## config.mk

```make
export PLATFORM = sky130hd
export DESIGN_NAME = max_subarray_sum_by_length_boost
export DESIGN_NICKNAME = d
export VERILOG_FILES = /design/src/rtl/mssb_pkg.sv /design/src/rtl/mssb_ram.sv /design/src/rtl/max_subarray_sum_by_length_boost.sv
export SDC_FILE = /design/constraint.sdc
export NUM_CORES = 2
export LEC_CHECK = 0
export BUFFER_PORTS_ARGS = -buffer_cell sky130_fd_sc_hd__buf_4
export CAP_MARGIN = 15
export CELL_PAD_IN_SITES_DETAIL_PLACEMENT = 0
export CELL_PAD_IN_SITES_GLOBAL_PLACEMENT = 2
export CORE_MARGIN = 2
export CORE_UTILIZATION = 30
export DETAILED_ROUTE_END_ITERATION = 8
export PLACE_DENSITY = 0.56
export SLEW_MARGIN = 20
export SYNTH_ARGS = -nofsm -noshare
export SYNTH_HDL_FRONTEND = slang
export SYNTH_MEMORY_MAX_BITS = 65536
export SYNTH_SLANG_ARGS = --single-unit
```

## constraint.sdc

```tcl
create_clock -name clk -period 10.26 [get_ports clk]
set_input_delay 3.078 -clock clk [delete_from_list [all_inputs] [get_ports clk]]
set_output_delay 3.078 -clock clk [all_outputs]
set_load 0.01 [all_outputs]
```

## src/rtl/mssb_pkg.sv

```systemverilog
`timescale 1ns / 1ps
// ----------------------------------------------------------------------------
// mssb_pkg
// shared widths, defaults and sequencer states for the max run sum block
// ----------------------------------------------------------------------------
package mssb_pkg;

  localparam int MAX_LEN_DEF = 63;
  localparam int SAMPLE_W    = 16;
  localparam int BOOST_W     = 16;
  localparam int ANSWER_W    = 23;

  typedef enum logic [2:0] {
    ST_IDLE,
    ST_SWEEP,
    ST_DRAIN,
    ST_ZERO,
    ST_RD,
    ST_CALC,
    ST_SEND
  } mssb_state_t;

endpackage

```

## src/rtl/mssb_ram.sv

```systemverilog
`timescale 1ns / 1ps
// ----------------------------------------------------------------------------
// mssb_ram
// generic simple dual port ram, one write port, one registered read port
// ----------------------------------------------------------------------------
module mssb_ram #(
  parameter int WIDTH = 16,
  parameter int DEPTH = 64,
  localparam int AW   = (DEPTH > 1) ? $clog2(DEPTH) : 1
) (
  input  logic             clk,
  input  logic             wr_en,
  input  logic [AW-1:0]    wr_addr,
  input  logic [WIDTH-1:0] wr_data,
  input  logic [AW-1:0]    rd_addr,
  output logic [WIDTH-1:0] rd_data
);

  logic [WIDTH-1:0] mem [DEPTH];

  always_ff @(posedge clk) begin
    if (wr_en) begin
      mem[wr_addr] <= wr_data;
    end
    rd_data <= mem[rd_addr];
  end

endmodule

```

## src/rtl/max_subarray_sum_by_length_boost.sv

```systemverilog
`timescale 1ns / 1ps
// ----------------------------------------------------------------------------
// max_subarray_sum_by_length_boost
// best run sum per run length with a per element boost, one shared subtractor
// ----------------------------------------------------------------------------
// usage
//   in_*  : one signed sample per transfer; in_is_last ends the sequence and
//           starts the compute. samples are taken one per cycle while idle.
//   cfg_* : boost register, always ready, write only while the block is idle.
//   out_* : n+1 results (k = 0..n), out_last_answer on the one for k = n,
//           out_overflow on all of them when more than MAX_LEN samples came.
// sweep and results
//   the sweep runs one (length, start) pair per cycle through a single
//   prefix-sum subtractor and compare; ST_DRAIN, ST_ZERO and ST_RD then
//   drain the pipeline and set up the answer pass.
//   each result then takes a best ram read, then an add and compare,
//   and waits while the receiver stalls; in_stall stays high until the
//   final result has been transferred.
// reset
//   rst_n (synchronous) clears sample count, overflow flag, boost and the
//   sequencer; the rams hold no reset state and need no clearing.
// stall
//   a stalled result holds in the output register; the sequencer waits.
// ----------------------------------------------------------------------------
module max_subarray_sum_by_length_boost
  import mssb_pkg::*;
#(
  parameter int MAX_LEN = MAX_LEN_DEF
) (
  input  logic                clk,
  input  logic                rst_n,
  // sample channel
  input  logic                in_valid,
  output logic                in_stall,
  input  logic [SAMPLE_W-1:0] in_sample,
  input  logic                in_is_last,
  // result channel
  output logic                out_valid,
  input  logic                out_stall,
  output logic [ANSWER_W-1:0] out_answer,
  output logic                out_last_answer,
  output logic                out_overflow,
  // boost register
  input  logic                cfg_valid,
  output logic                cfg_ready,
  input  logic [BOOST_W-1:0]  cfg_data
);

  localparam int IW    = $clog2(MAX_LEN + 1);  // index / count width
  localparam int PW    = SAMPLE_W + IW;        // prefix sum width
  localparam int CW    = ANSWER_W + 1;         // signed candidate width
  localparam int DEPTH = MAX_LEN + 1;

  // control state
  mssb_state_t state_r, state_nxt;
  logic [IW-1:0] count_r, count_nxt;
  logic          ovf_r, ovf_nxt;
  logic [BOOST_W-1:0] boost_r, boost_nxt;
  logic          out_valid_r, out_valid_nxt;
  logic          p_vld_r, p_vld_nxt;
  logic          suf_have_r, suf_have_nxt;

  // datapath state
  logic signed [PW-1:0] prefix_r, prefix_nxt;
  logic [IW-1:0]        a_r, a_nxt;       // run length being swept
  logic [IW-1:0]        b_r, b_nxt;       // run start being swept
  logic [IW-1:0]        k_r, k_nxt;       // result index
  logic                 p_first_r, p_first_nxt;
  logic                 p_lastb_r, p_lastb_nxt;
  logic [IW-1:0]        p_a_r, p_a_nxt;
  logic signed [PW-1:0] cur_r, cur_nxt;   // best of current length
  logic signed [PW-1:0] suf_r, suf_nxt;   // running suffix max
  logic signed [CW-1:0] ans_r, ans_nxt;
  logic [ANSWER_W-1:0]  out_answer_r, out_answer_nxt;
  logic                 out_last_r, out_last_nxt;
  logic                 out_ovf_r, out_ovf_nxt;

  // ram ports
  logic          pfx_we;
  logic [IW-1:0] pfx_waddr;
  logic [PW-1:0] pfx_wdata;
  logic [IW-1:0] lo_raddr, hi_raddr;
  logic [PW-1:0] lo_rdata, hi_rdata;
  logic          best_we;
  logic [IW-1:0] best_waddr, best_raddr;
  logic [PW-1:0] best_wdata, best_rdata;

  // shared arithmetic
  logic signed [PW-1:0]          sample_ext;
  logic signed [PW-1:0]          run_sum;
  logic signed [PW-1:0]          new_best;
  logic signed [PW-1:0]          new_suf;
  logic [IW+BOOST_W-1:0]         prod;
  logic signed [CW-1:0]          cand;
  logic                          in_xfer, out_xfer, last_b;

  // two copies of the prefix sums so both ends of a run are read in the same cycle
  mssb_ram #(.WIDTH(PW), .DEPTH(DEPTH)) u_pfx_lo (
    .clk     (clk),
    .wr_en   (pfx_we),
    .wr_addr (pfx_waddr),
    .wr_data (pfx_wdata),
    .rd_addr (lo_raddr),
    .rd_data (lo_rdata)
  );

  mssb_ram #(.WIDTH(PW), .DEPTH(DEPTH)) u_pfx_hi (
    .clk     (clk),
    .wr_en   (pfx_we),
    .wr_addr (pfx_waddr),
    .wr_data (pfx_wdata),
    .rd_addr (hi_raddr),
    .rd_data (hi_rdata)
  );

  // suffix maxima per length
  mssb_ram #(.WIDTH(PW), .DEPTH(DEPTH)) u_best (
    .clk     (clk),
    .wr_en   (best_we),
    .wr_addr (best_waddr),
    .wr_data (best_wdata),
    .rd_addr (best_raddr),
    .rd_data (best_rdata)
  );

  assign in_stall        = (state_r != ST_IDLE);
  assign cfg_ready       = 1'b1;
  assign out_valid       = out_valid_r;
  assign out_answer      = out_answer_r;
  assign out_last_answer = out_last_r;
  assign out_overflow    = out_ovf_r;

  assign in_xfer  = in_valid && !in_stall;
  assign out_xfer = out_valid_r && !out_stall;

  assign sample_ext = {{IW{in_sample[SAMPLE_W-1]}}, in_sample};

  // run sum from prefix sums; prefix at position 0 is zero and not stored
  assign run_sum  = $signed(hi_rdata) - (p_first_r ? '0 : $signed(lo_rdata));
  assign new_best = (p_first_r || run_sum > cur_r) ? run_sum : cur_r;
  assign new_suf  = (!suf_have_r || new_best > suf_r) ? new_best : suf_r;
  assign last_b   = (b_r == count_r - a_r);

  // answer pass: best[k] + k*boost
  assign prod = k_r * boost_r;
  assign cand = {{(CW-PW){best_rdata[PW-1]}}, best_rdata}
              + $signed({{(CW-IW-BOOST_W){1'b0}}, prod});

  always_comb begin
    state_nxt      = state_r;
    count_nxt      = count_r;
    ovf_nxt        = ovf_r;
    boost_nxt      = boost_r;
    out_valid_nxt  = out_valid_r;
    p_vld_nxt      = 1'b0;
    suf_have_nxt   = suf_have_r;
    prefix_nxt     = prefix_r;
    a_nxt          = a_r;
    b_nxt          = b_r;
    k_nxt          = k_r;
    p_first_nxt    = (b_r == '0);
    p_lastb_nxt    = last_b;
    p_a_nxt        = a_r;
    cur_nxt        = cur_r;
    suf_nxt        = suf_r;
    ans_nxt        = ans_r;
    out_answer_nxt = out_answer_r;
    out_last_nxt   = out_last_r;
    out_ovf_nxt    = out_ovf_r;

    pfx_we     = 1'b0;
    pfx_waddr  = count_r + 1'b1;
    pfx_wdata  = prefix_r + sample_ext;
    lo_raddr   = b_r;
    hi_raddr   = b_r + a_r;
    best_we    = 1'b0;
    best_waddr = p_a_r;
    best_wdata = new_suf;
    best_raddr = k_r;

    if (cfg_valid && cfg_ready) begin
      boost_nxt = cfg_data;
    end

    // compare stage of the sweep, in the cycle after the ram reads are issued
    if (p_vld_r) begin
      cur_nxt = new_best;
      if (p_lastb_r) begin
        best_we      = 1'b1;
        suf_nxt      = new_suf;
        suf_have_nxt = 1'b1;
      end
    end

    case (state_r)
      ST_IDLE: begin
        if (in_xfer) begin
          if (count_r < IW'(MAX_LEN)) begin
            pfx_we     = 1'b1;
            prefix_nxt = prefix_r + sample_ext;
            count_nxt  = count_r + 1'b1;
          end else begin
            ovf_nxt = 1'b1;
          end
          if (in_is_last) begin
            a_nxt        = (count_r < IW'(MAX_LEN)) ? count_r + 1'b1 : count_r;
            b_nxt        = '0;
            suf_have_nxt = 1'b0;
            state_nxt    = ST_SWEEP;
          end
        end
      end
      ST_SWEEP: begin
        p_vld_nxt = 1'b1;
        if (last_b) begin
          b_nxt = '0;
          if (a_r == IW'(1)) begin
            state_nxt = ST_DRAIN;
          end else begin
            a_nxt = a_r - 1'b1;
          end
        end else begin
          b_nxt = b_r + 1'b1;
        end
      end
      ST_DRAIN: begin
        state_nxt = ST_ZERO;
      end
      ST_ZERO: begin
        // length zero gives zero, so its suffix max is never negative
        best_we    = 1'b1;
        best_waddr = '0;
        best_wdata = (suf_r > 0) ? suf_r : '0;
        k_nxt      = '0;
        ans_nxt    = '0;
        state_nxt  = ST_RD;
      end
      ST_RD: begin
        state_nxt = ST_CALC;
      end
      ST_CALC: begin
        if (cand > ans_r) begin
          ans_nxt        = cand;
          out_answer_nxt = cand[ANSWER_W-1:0];
        end else begin
          out_answer_nxt = ans_r[ANSWER_W-1:0];
        end
        out_last_nxt  = (k_r == count_r);
        out_ovf_nxt   = ovf_r;
        out_valid_nxt = 1'b1;
        state_nxt     = ST_SEND;
      end
      ST_SEND: begin
        best_raddr = k_r + 1'b1;
        if (out_xfer) begin
          out_valid_nxt = 1'b0;
          if (out_last_r) begin
            count_nxt  = '0;
            ovf_nxt    = 1'b0;
            prefix_nxt = '0;
            state_nxt  = ST_IDLE;
          end else begin
            k_nxt     = k_r + 1'b1;
            state_nxt = ST_CALC;
          end
        end
      end
      default: begin
        state_nxt = ST_IDLE;
      end
    endcase
  end

  always_ff @(posedge clk) begin
    if (!rst_n) begin
      state_r     <= ST_IDLE;
      count_r     <= '0;
      ovf_r       <= 1'b0;
      boost_r     <= '0;
      out_valid_r <= 1'b0;
      p_vld_r     <= 1'b0;
      suf_have_r  <= 1'b0;
      prefix_r    <= '0;
    end else begin
      state_r     <= state_nxt;
      count_r     <= count_nxt;
      ovf_r       <= ovf_nxt;
      boost_r     <= boost_nxt;
      out_valid_r <= out_valid_nxt;
      p_vld_r     <= p_vld_nxt;
      suf_have_r  <= suf_have_nxt;
      prefix_r    <= prefix_nxt;
    end
  end

  always_ff @(posedge clk) begin
    a_r          <= a_nxt;
    b_r          <= b_nxt;
    k_r          <= k_nxt;
    p_first_r    <= p_first_nxt;
    p_lastb_r    <= p_lastb_nxt;
    p_a_r        <= p_a_nxt;
    cur_r        <= cur_nxt;
    suf_r        <= suf_nxt;
    ans_r        <= ans_nxt;
    out_answer_r <= out_answer_nxt;
    out_last_r   <= out_last_nxt;
    out_ovf_r    <= out_ovf_nxt;
  end

endmodule

```

# Word level (Yosys, flattened, before mapping)
# Memories as Yosys holds them, arrays and structs flattened. A register that Yosys moved wholly into a read port is not among the register bits.
# Cells that the tools add are included.
[word_totals]
input_bits = 38
ramBits = 4224
wordCells = 145
regBits = 170
out_inout_bits = 28
memories = 3
[op_classes]
eq_ne = 20
mux = 62
multipliers = 1
n_addsub = 9
magnitude_cmp = 5
reduce_logical = 25
[memory_table]
columns = ["memory", "words", "word_bits", "rd", "rd_ports_with_merged_regs", "wr", "line_no", "text"]
rows = [
  ["u_best.mem", 64, 22, 1, 1, 1, "mssb_ram.sv:19", "logic [WIDTH-1:0] mem [DEPTH];"],
  ["u_pfx_hi.mem", 64, 22, 1, 1, 1, "mssb_ram.sv:19", ""],
  ["u_pfx_lo.mem", 64, 22, 1, 1, 1, "mssb_ram.sv:19", ""],
]
[ops]
columns = ["op", "count"]
rows = [
  ["$mux W22", 9],
  ["$mux W6", 15],
  ["$pmux W24 S2", 1],
  ["$pmux W6 S2", 4],
  ["$gt A22 B22 Y1", 2],
  ["$pmux W22 S2", 1],
  ["$add A22 B23 Y24", 1],
  ["$gt A24 B24 Y1", 1],
  ["$mux W24", 1],
  ["$mux W23", 1],
  ["$add A22 B16 Y22", 1],
  ["$gt A22 B1 Y1 const B", 1],
  ["$mul A6 B16 Y22", 1],
  ["$ne A2 B2 Y1 const B", 11],
  ["$sub A22 B22 Y22", 1],
  ["$mux W1", 21],
  ["$pmux W3 S7", 1],
  ["$reduce_and A5 Y1", 4],
  ["$add A6 B1 Y6 const B", 3],
  ["$mux W3", 6],
  ["$eq A6 B6 Y1", 2],
  ["$reduce_bool A2 Y1", 5],
  ["$eq A3 B3 Y1 const B", 3],
  ["$add A6 B6 Y6", 1],
  ["other kinds (16)", 25],
]

# Logic depth before layout (Yosys ltp)
[depth]
word_depth = 9
mapped_depth = 39
depth_no_buf = 34

# By module
# From an unflattened synthesis, not the netlist that was laid out.
[hier_totals]
cells_unflattened = 8744
area_unflattened_um2 = 178585.0
[modules_own_cells]
columns = ["module", "area_per_inst_um2", "n_inst", "seq_area_each_um2", "cells_per_inst"]
rows = [
  ["mssb_ram", 54260.8, 3, 42721.0, 2349],
  ["max_subarray_sum_by_length_boost", 15802.7, 1, 4514.3, 1697],
]

# Worst setup path after synthesis
# Ideal clock, no wire load.
[synth_timing]
path_type = "register -> register"
startpoint = "reg k_r[3]"
endpoint = "reg ans_r[0], enable pin"
arrival_time_ns = 9.259
period_less_slack_ns = 9.698
setup_ns = 0.438
stages_incl_launch_ff = 36
path_buffers = 4
path_slack_ns = 0.562
t_required_ns = 9.822
path_cell_list = "edfxtp_1 -> clkbuf_1 -> clkbuf_1 -> clkbuf_1 -> nand2_1 -> fa_1 -> fa_1 -> fa_1 -> inv_1 -> ha_1 -> a21oi_1 -> o21bai_1 -> a21oi_1 -> o21ai_0 -> a21o_1 -> a2111oi_0 -> nor3_1 -> xor2_1 -> ha_1 -> a21o_1 -> a21oi_1 -> o21bai_1 -> a41o_1 -> a2111oi_0 -> nor3_1 -> ha_1 -> nand4_1 -> nor2_1 -> and3_1 -> nand4_1 -> a21oi_1 -> nor3_1 -> xor2_1 -> o41ai_1 -> buf_2 -> o21ai_0"
[synth_via]
elab_chain_cells = 5
[synth_lines]
columns = ["item", "line_no", "text"]
rows = [
  ["start: declaration", "max_subarray_sum_by_length_boost.sv:67", "logic [IW-1:0] k_r, k_nxt;"],
  ["start signal: assignment", "max_subarray_sum_by_length_boost.sv:299", "k_r <= k_nxt;"],
  ["$mul A6 B16 Y22", "max_subarray_sum_by_length_boost.sv:145", "assign prod = k_r * boost_r;"],
  ["$add A22 B23 Y24", "max_subarray_sum_by_length_boost.sv:147", "+ $signed({{(CW-IW-BOOST_W){1'b0}}, prod});"],
  ["net cand[21]", "max_subarray_sum_by_length_boost.sv:94", "logic signed [CW-1:0] cand;"],
  ["$gt A24 B24 Y1", "max_subarray_sum_by_length_boost.sv:242", "if (cand > ans_r) begin"],
  ["$ne A2 B2 Y1 (no line)", "--", ""],
  ["$reduce_and A2 Y1 (no line)", "--", ""],
  ["end signal: assignment", "max_subarray_sum_by_length_boost.sv:305", "ans_r <= ans_nxt;"],
  ["end: declaration", "max_subarray_sum_by_length_boost.sv:73", "logic signed [CW-1:0] ans_r, ans_nxt;"],
]
# The timed path passes the listed nets, and every way through them passes these cells.
# A chain may end at the register's enable or synchronous reset.

# Worst setup path after layout
[layout_timing]
startpoint = "reg p_first_r"
endpoint = "mem u_best.mem[50][1] (netlist bit), data pin"
[layout_via]
elab_chain_cells = 9
[layout_lines]
columns = ["item", "line_no", "text"]
rows = [
  ["start: declaration", "max_subarray_sum_by_length_boost.sv:68", "logic p_first_r, p_first_nxt;"],
  ["start signal: assignment", "max_subarray_sum_by_length_boost.sv:300", "p_first_r <= p_first_nxt;"],
  ["$mux W22", "max_subarray_sum_by_length_boost.sv:139", "assign run_sum = $signed(hi_rdata) - (p_first_r ? '0 : $signed(lo_rdata));"],
  ["$sub A22 B22 Y22", "max_subarray_sum_by_length_boost.sv:139", ""],
  ["$gt A22 B22 Y1", "max_subarray_sum_by_length_boost.sv:140", "assign new_best = (p_first_r || run_sum > cur_r) ? run_sum : cur_r;"],
  ["$logic_or A1 B1 Y1", "max_subarray_sum_by_length_boost.sv:140", ""],
  ["$mux W22 (*)", "max_subarray_sum_by_length_boost.sv:140", ""],
  ["net new_best[21]", "max_subarray_sum_by_length_boost.sv:91", "logic signed [PW-1:0] new_best;"],
  ["$gt A22 B22 Y1 (*)", "max_subarray_sum_by_length_boost.sv:141", "assign new_suf = (!suf_have_r || new_best > suf_r) ? new_best : suf_r;"],
  ["$logic_or A1 B1 Y1 (*)", "max_subarray_sum_by_length_boost.sv:141", ""],
  ["$mux W22 (*)", "max_subarray_sum_by_length_boost.sv:141", ""],
  ["$mux W22 (*)", "max_subarray_sum_by_length_boost.sv:195", "case (state_r)"],
  ["net best_wdata[1]", "max_subarray_sum_by_length_boost.sv:86", "logic [PW-1:0] best_wdata, best_rdata;"],
  ["end: declaration", "mssb_ram.sv:19", ""],
]
# The timed path passes the listed nets; every way through them passes the cells marked *.

==> parameters.txt <==
Parameter                              Value

Placed design
  DPL Wire Length ... 259400 um
  Total placed instance area ... 145800 um^2
  Buffers added on ports ... 64
  Placer Congestion ... 0.7811

Final layout
  FF+latch area ... 90400 um^2
  Proportion of layout cells with a drive suffix above 1 ... 21.92%
  Area Overhead vs Synth ... 15.23%
  Filler cells ... 42976
  Combined area of the multi-input logic cells ... 44180 um^2
  Final standard cell area without fillers ... 157000 um^2
  Post-Route Utilization ... 34.71%
  Final net count ... 9182

Setup path
  Startpoint of the worst-slack reg-to-reg timing path ... p_first_r
  Top fanout value on the critical path ... 43
  Max incr delay on CP ... 0.89 ns
  Number of buffer and inverter stages on the critical path ... 6
  Capturing element type of the critical path ... register
  Critical path class ... register to register
  CP max-delay cell ... sky130_fd_sc_hd__a22o_2
  Crit path DAT ... 10.06 ns
  Crit-path most repeated cell ... sky130_fd_sc_hd__buf_4
  Startpoint class of the critical path ... register
  Largest delay contributor family on the critical path ... compound AO/OA/AOI/OAI gates
  Required time at the endpoint of the critical path ... 11.02 ns
  Setup crit start ... p_first_r

Detailed routing
  Number of routed nets with antenna violations ... 0
  Pre-Repair DR Iteration Count ... 6
  Remaining DRCs ... 0
  Number of vias in the routed layout ... 79843
  Detailed-route wire length ... 458900 um
  Post-detailed-route wirelength per cell ... 30.21 um
  Vias per std cell ... 5.256
  Violation count after the first detailed-routing iteration ... 7222

Synthesis
  Per-instance average area after synthesis ... 15.64 um^2
  Post-synthesis instance area ... 136300 um^2
  Asr flop ratio synth ... 0%
  Cell count after synthesis ... 8713
  Part of the Yosys area used for sequential elements ... 66.34%
  Yosys warning total ... 0
  Main flop type after synthesis ... sky130_fd_sc_hd__edfxtp_1
  Post-synthesis cell type count ... 78
  Flip-flop and latch count after synthesis ... 3052
  EDFF count, synth ... 2927
  Post-synthesis net count ... 9000

GRT
  Maximum number of pins on one net before global-route repair ... 158
  Wire length of the first global-routing pass ... 641700 um
  Number of global-route vias before repair ... 80833
  Leftover overflow at the end of global routing ... 0
  Gr usage total ... 19.51%
  Antenna violations before repair ... 19

Min path
  Startpoint of the tightest hold check path ... prefix_r[10]
  HP Class ... register to register

Clock network
  Clk slew on worst S/H paths ... 0.06 ns
  Number of clock sinks ... 3052
  Clock tree from TritonCTS ... yes
  Maximum count of clock buffers along a single path ... 4
  H-Tree Level Count ... 5
  Clock latency on the worst-skew pair ... 0.98 ns
  Hold-fix buffers at CTS ... 0
  Clock buffers created by TritonCTS ... 347
  Post-cts repair resize count ... 0
  Post-CTS Setup Repair Bufs ... 0
  Clock Tree Root ... sky130_fd_sc_hd__clkbuf_16

STA
  Worst-case headroom to the max-slew limit ... 24.98%
  Count of endpoints failing hold in the final timing report ... 0
  Max-slew violation count ... 0
  Setup repair after global routing missed its margin ... no
  Fmax achieved ... 107.5 MHz
  Transition time at the pin with the least slew margin ... 1.125 ns
  Clock skew ... 0.08250 ns
  Minimum period implied by the final worst setup slack ... 9.300 ns
  Setup-failing EPs final ... 0
  Sum Neg Setup Slack ... 0 ns
  Final Cycle Share ... 90.65%

Floorplanning
  Initial core utilization ... 30.12%
  Vertical die dimension ... 678.0 um
  I/O pins ... 66
  Die Outline Area ... 459600 um^2
  Floorplan die width ... 678.0 um
  Placeable core area ... 452400 um^2
  Number of placement rows ... 247

Status
  Status ... finished, final reports clean

Pwr
  Total power divided by cell area ... 285.1 nW/um^2
  Standby leakage power ... 0.05156 uW
  Maximum vdd drop ... 0.5358 mV

Run
  Max capacitance violation total ... 0
==> layout make-up <==
type                            count  share of cell area [%]
Clock inverter                    183                   1.053
Timing Repair Buffer              361                   1.938
Antenna cell                       34                 0.05418
Clock buffer                      453                   6.003
Inverter                          201                  0.4813
Tap cell                         5976                   4.762
Sequential cell                  3052                   57.57
Multi-Input combinational cell   4932                   28.14
==> stage by stage <==
step / worst slack (ns) / instances / total power (uW) / hold WS (ns)
2_1_floorplan: 0.5622 / 8713 / 26690 / 0.3995
3_3_place_gp: 0.7523 / 14521 / 32780 / 0.4680
3_5_place_dp: 0.9241 / 14522 / 33130 / 0.4754
4_1_cts: 0.8597 / 15158 / 45430 / 0.4839
5_1_grt: 0.1314 / 15180 / 46680 / 0.5035
6_report: 0.9596 / 15192 / 44770 / 0.4838
==> power by group <==
| group | switching (uW) | total (uW) | leakage, uW | internal, uW |
|---|---|---|---|---|
| sequential | 122 | 19600 | 0.0273 | 19500 |
| combinational | 9520 | 13000 | 0.0188 | 3450 |
| clock | 5240 | 12200 | 0.00538 | 6980 |
==> path summary, 6_finish.rpt <==
check                            to  slack [ns]  depth (start not counted)
hold / removal         prefix_r[10]        0.48                          2
setup reg to reg  u_best.mem[50][1]        0.96                         31
hold reg to reg        prefix_r[10]        0.48                          2
setup / recovery  u_best.mem[50][1]        0.96                         31
==> cell families (layout without fill, tap and decap cells) <==
family | Yosys count | after routing | share of synthesized area [%]
simple gates | 3049 | 3049 | 10.11
fa+ha+maj | 249 | 249 | 2.628
compound gates | 515 | 515 | 2.500
other cells | 1 | 35 | 0.002752
mux | 1000 | 1000 | 15.56
xor+xnor | 118 | 118 | 0.7584
buf+inv | 729 | 1198 | 2.104
flops | 3052 | 3052 | 66.34
==> cell usage in the layout, fill, tap and decap left out, types with 40 or more instances in the layout <==
master / n
sky130_fd_sc_hd__nand4_1: 194
sky130_fd_sc_hd__a21oi_1: 120
sky130_fd_sc_hd__xnor2_1: 62
sky130_fd_sc_hd__o21ai_0: 46
sky130_fd_sc_hd__mux2_2: 61
sky130_fd_sc_hd__clkinv_2: 61
sky130_fd_sc_hd__mux2i_1: 49
sky130_fd_sc_hd__a21o_1: 42
sky130_fd_sc_hd__edfxtp_1: 2927
sky130_fd_sc_hd__nor2_2: 64
sky130_fd_sc_hd__mux4_2: 888
sky130_fd_sc_hd__nand3_1: 748
sky130_fd_sc_hd__dfxtp_1: 124
sky130_fd_sc_hd__fa_1: 61
sky130_fd_sc_hd__a211oi_1: 46
sky130_fd_sc_hd__nor2_4: 66
sky130_fd_sc_hd__clkinv_1: 68
sky130_fd_sc_hd__nand2_1: 1539
sky130_fd_sc_hd__inv_1: 199
sky130_fd_sc_hd__clkbuf_16: 358
sky130_fd_sc_hd__clkbuf_1: 84
sky130_fd_sc_hd__nor2b_1: 77
sky130_fd_sc_hd__buf_4: 335
sky130_fd_sc_hd__ha_1: 185
sky130_fd_sc_hd__and2_1: 122
sky130_fd_sc_hd__nor3_1: 40
sky130_fd_sc_hd__nor2_1: 84
sky130_fd_sc_hd__o22ai_1: 81
==> registers in the layout (all words and copies together) (netlist names), 16 cells and up <==
signal / cells
out_answer: 23
u_pfx_hi.mem: 638
boost_r: 16
u_pfx_lo.mem: 770
u_best.mem: 1408
u_best.rd_data: 22
u_pfx_hi.rd_data: 22
suf_r: 22
u_pfx_lo.rd_data: 22
prefix_r: 22
cur_r: 22
ans_r: 24
==> cell usage after synthesis (48+ instances only) <==
cell type / instances / share of area (%)
sky130_fd_sc_hd__a21oi_1: 125 / 0.46
sky130_fd_sc_hd__o22ai_1: 84 / 0.39
sky130_fd_sc_hd__nor2b_1: 77 / 0.35
sky130_fd_sc_hd__o21ai_0: 48 / 0.18
sky130_fd_sc_hd__and2_1: 122 / 0.56
sky130_fd_sc_hd__mux2_2: 61 / 0.50
sky130_fd_sc_hd__nand3_1: 748 / 2.7
sky130_fd_sc_hd__nor2_1: 214 / 0.59
sky130_fd_sc_hd__nand4_1: 194 / 0.89
sky130_fd_sc_hd__xnor2_1: 78 / 0.50
sky130_fd_sc_hd__mux2i_1: 49 / 0.36
sky130_fd_sc_hd__inv_1: 201 / 0.55
sky130_fd_sc_hd__buf_1: 65 / 0.18
sky130_fd_sc_hd__dfxtp_1: 125 / 1.8
sky130_fd_sc_hd__clkbuf_1: 363 / 1.0
sky130_fd_sc_hd__fa_1: 62 / 0.91
sky130_fd_sc_hd__buf_2: 98 / 0.36
sky130_fd_sc_hd__mux4_2: 888 / 15
sky130_fd_sc_hd__ha_1: 187 / 1.7
sky130_fd_sc_hd__edfxtp_1: 2927 / 65
sky130_fd_sc_hd__nand2_1: 1540 / 4.2
==> layer usage <==
layer  wire length, um  part of all wire, %  vias to the layer above  track usage (%)
met5                26               0.0057                        -                0
met4             12560                  2.7                        4            5.067
met3             21210                  4.6                      526            2.365
met2            225300                   49                     2134            33.04
met1            199800                   44                    42863            26.58
li1                  -                    -                    34316                -
==> worst reg2reg max path: cells and delay by family (launching register included) <==
family                     cells  cell delay [ns]
AOI/OAI and AO/OA              9             2.67
and+or+nand+nor                9             2.33
buffers and inverters          6             1.64
adders and majority gates      4             1.28
muxes                          2             0.61
DFF                            1             0.46
xor gates and xnor gates       1             0.12
Power figures use the tool's default switching activity.
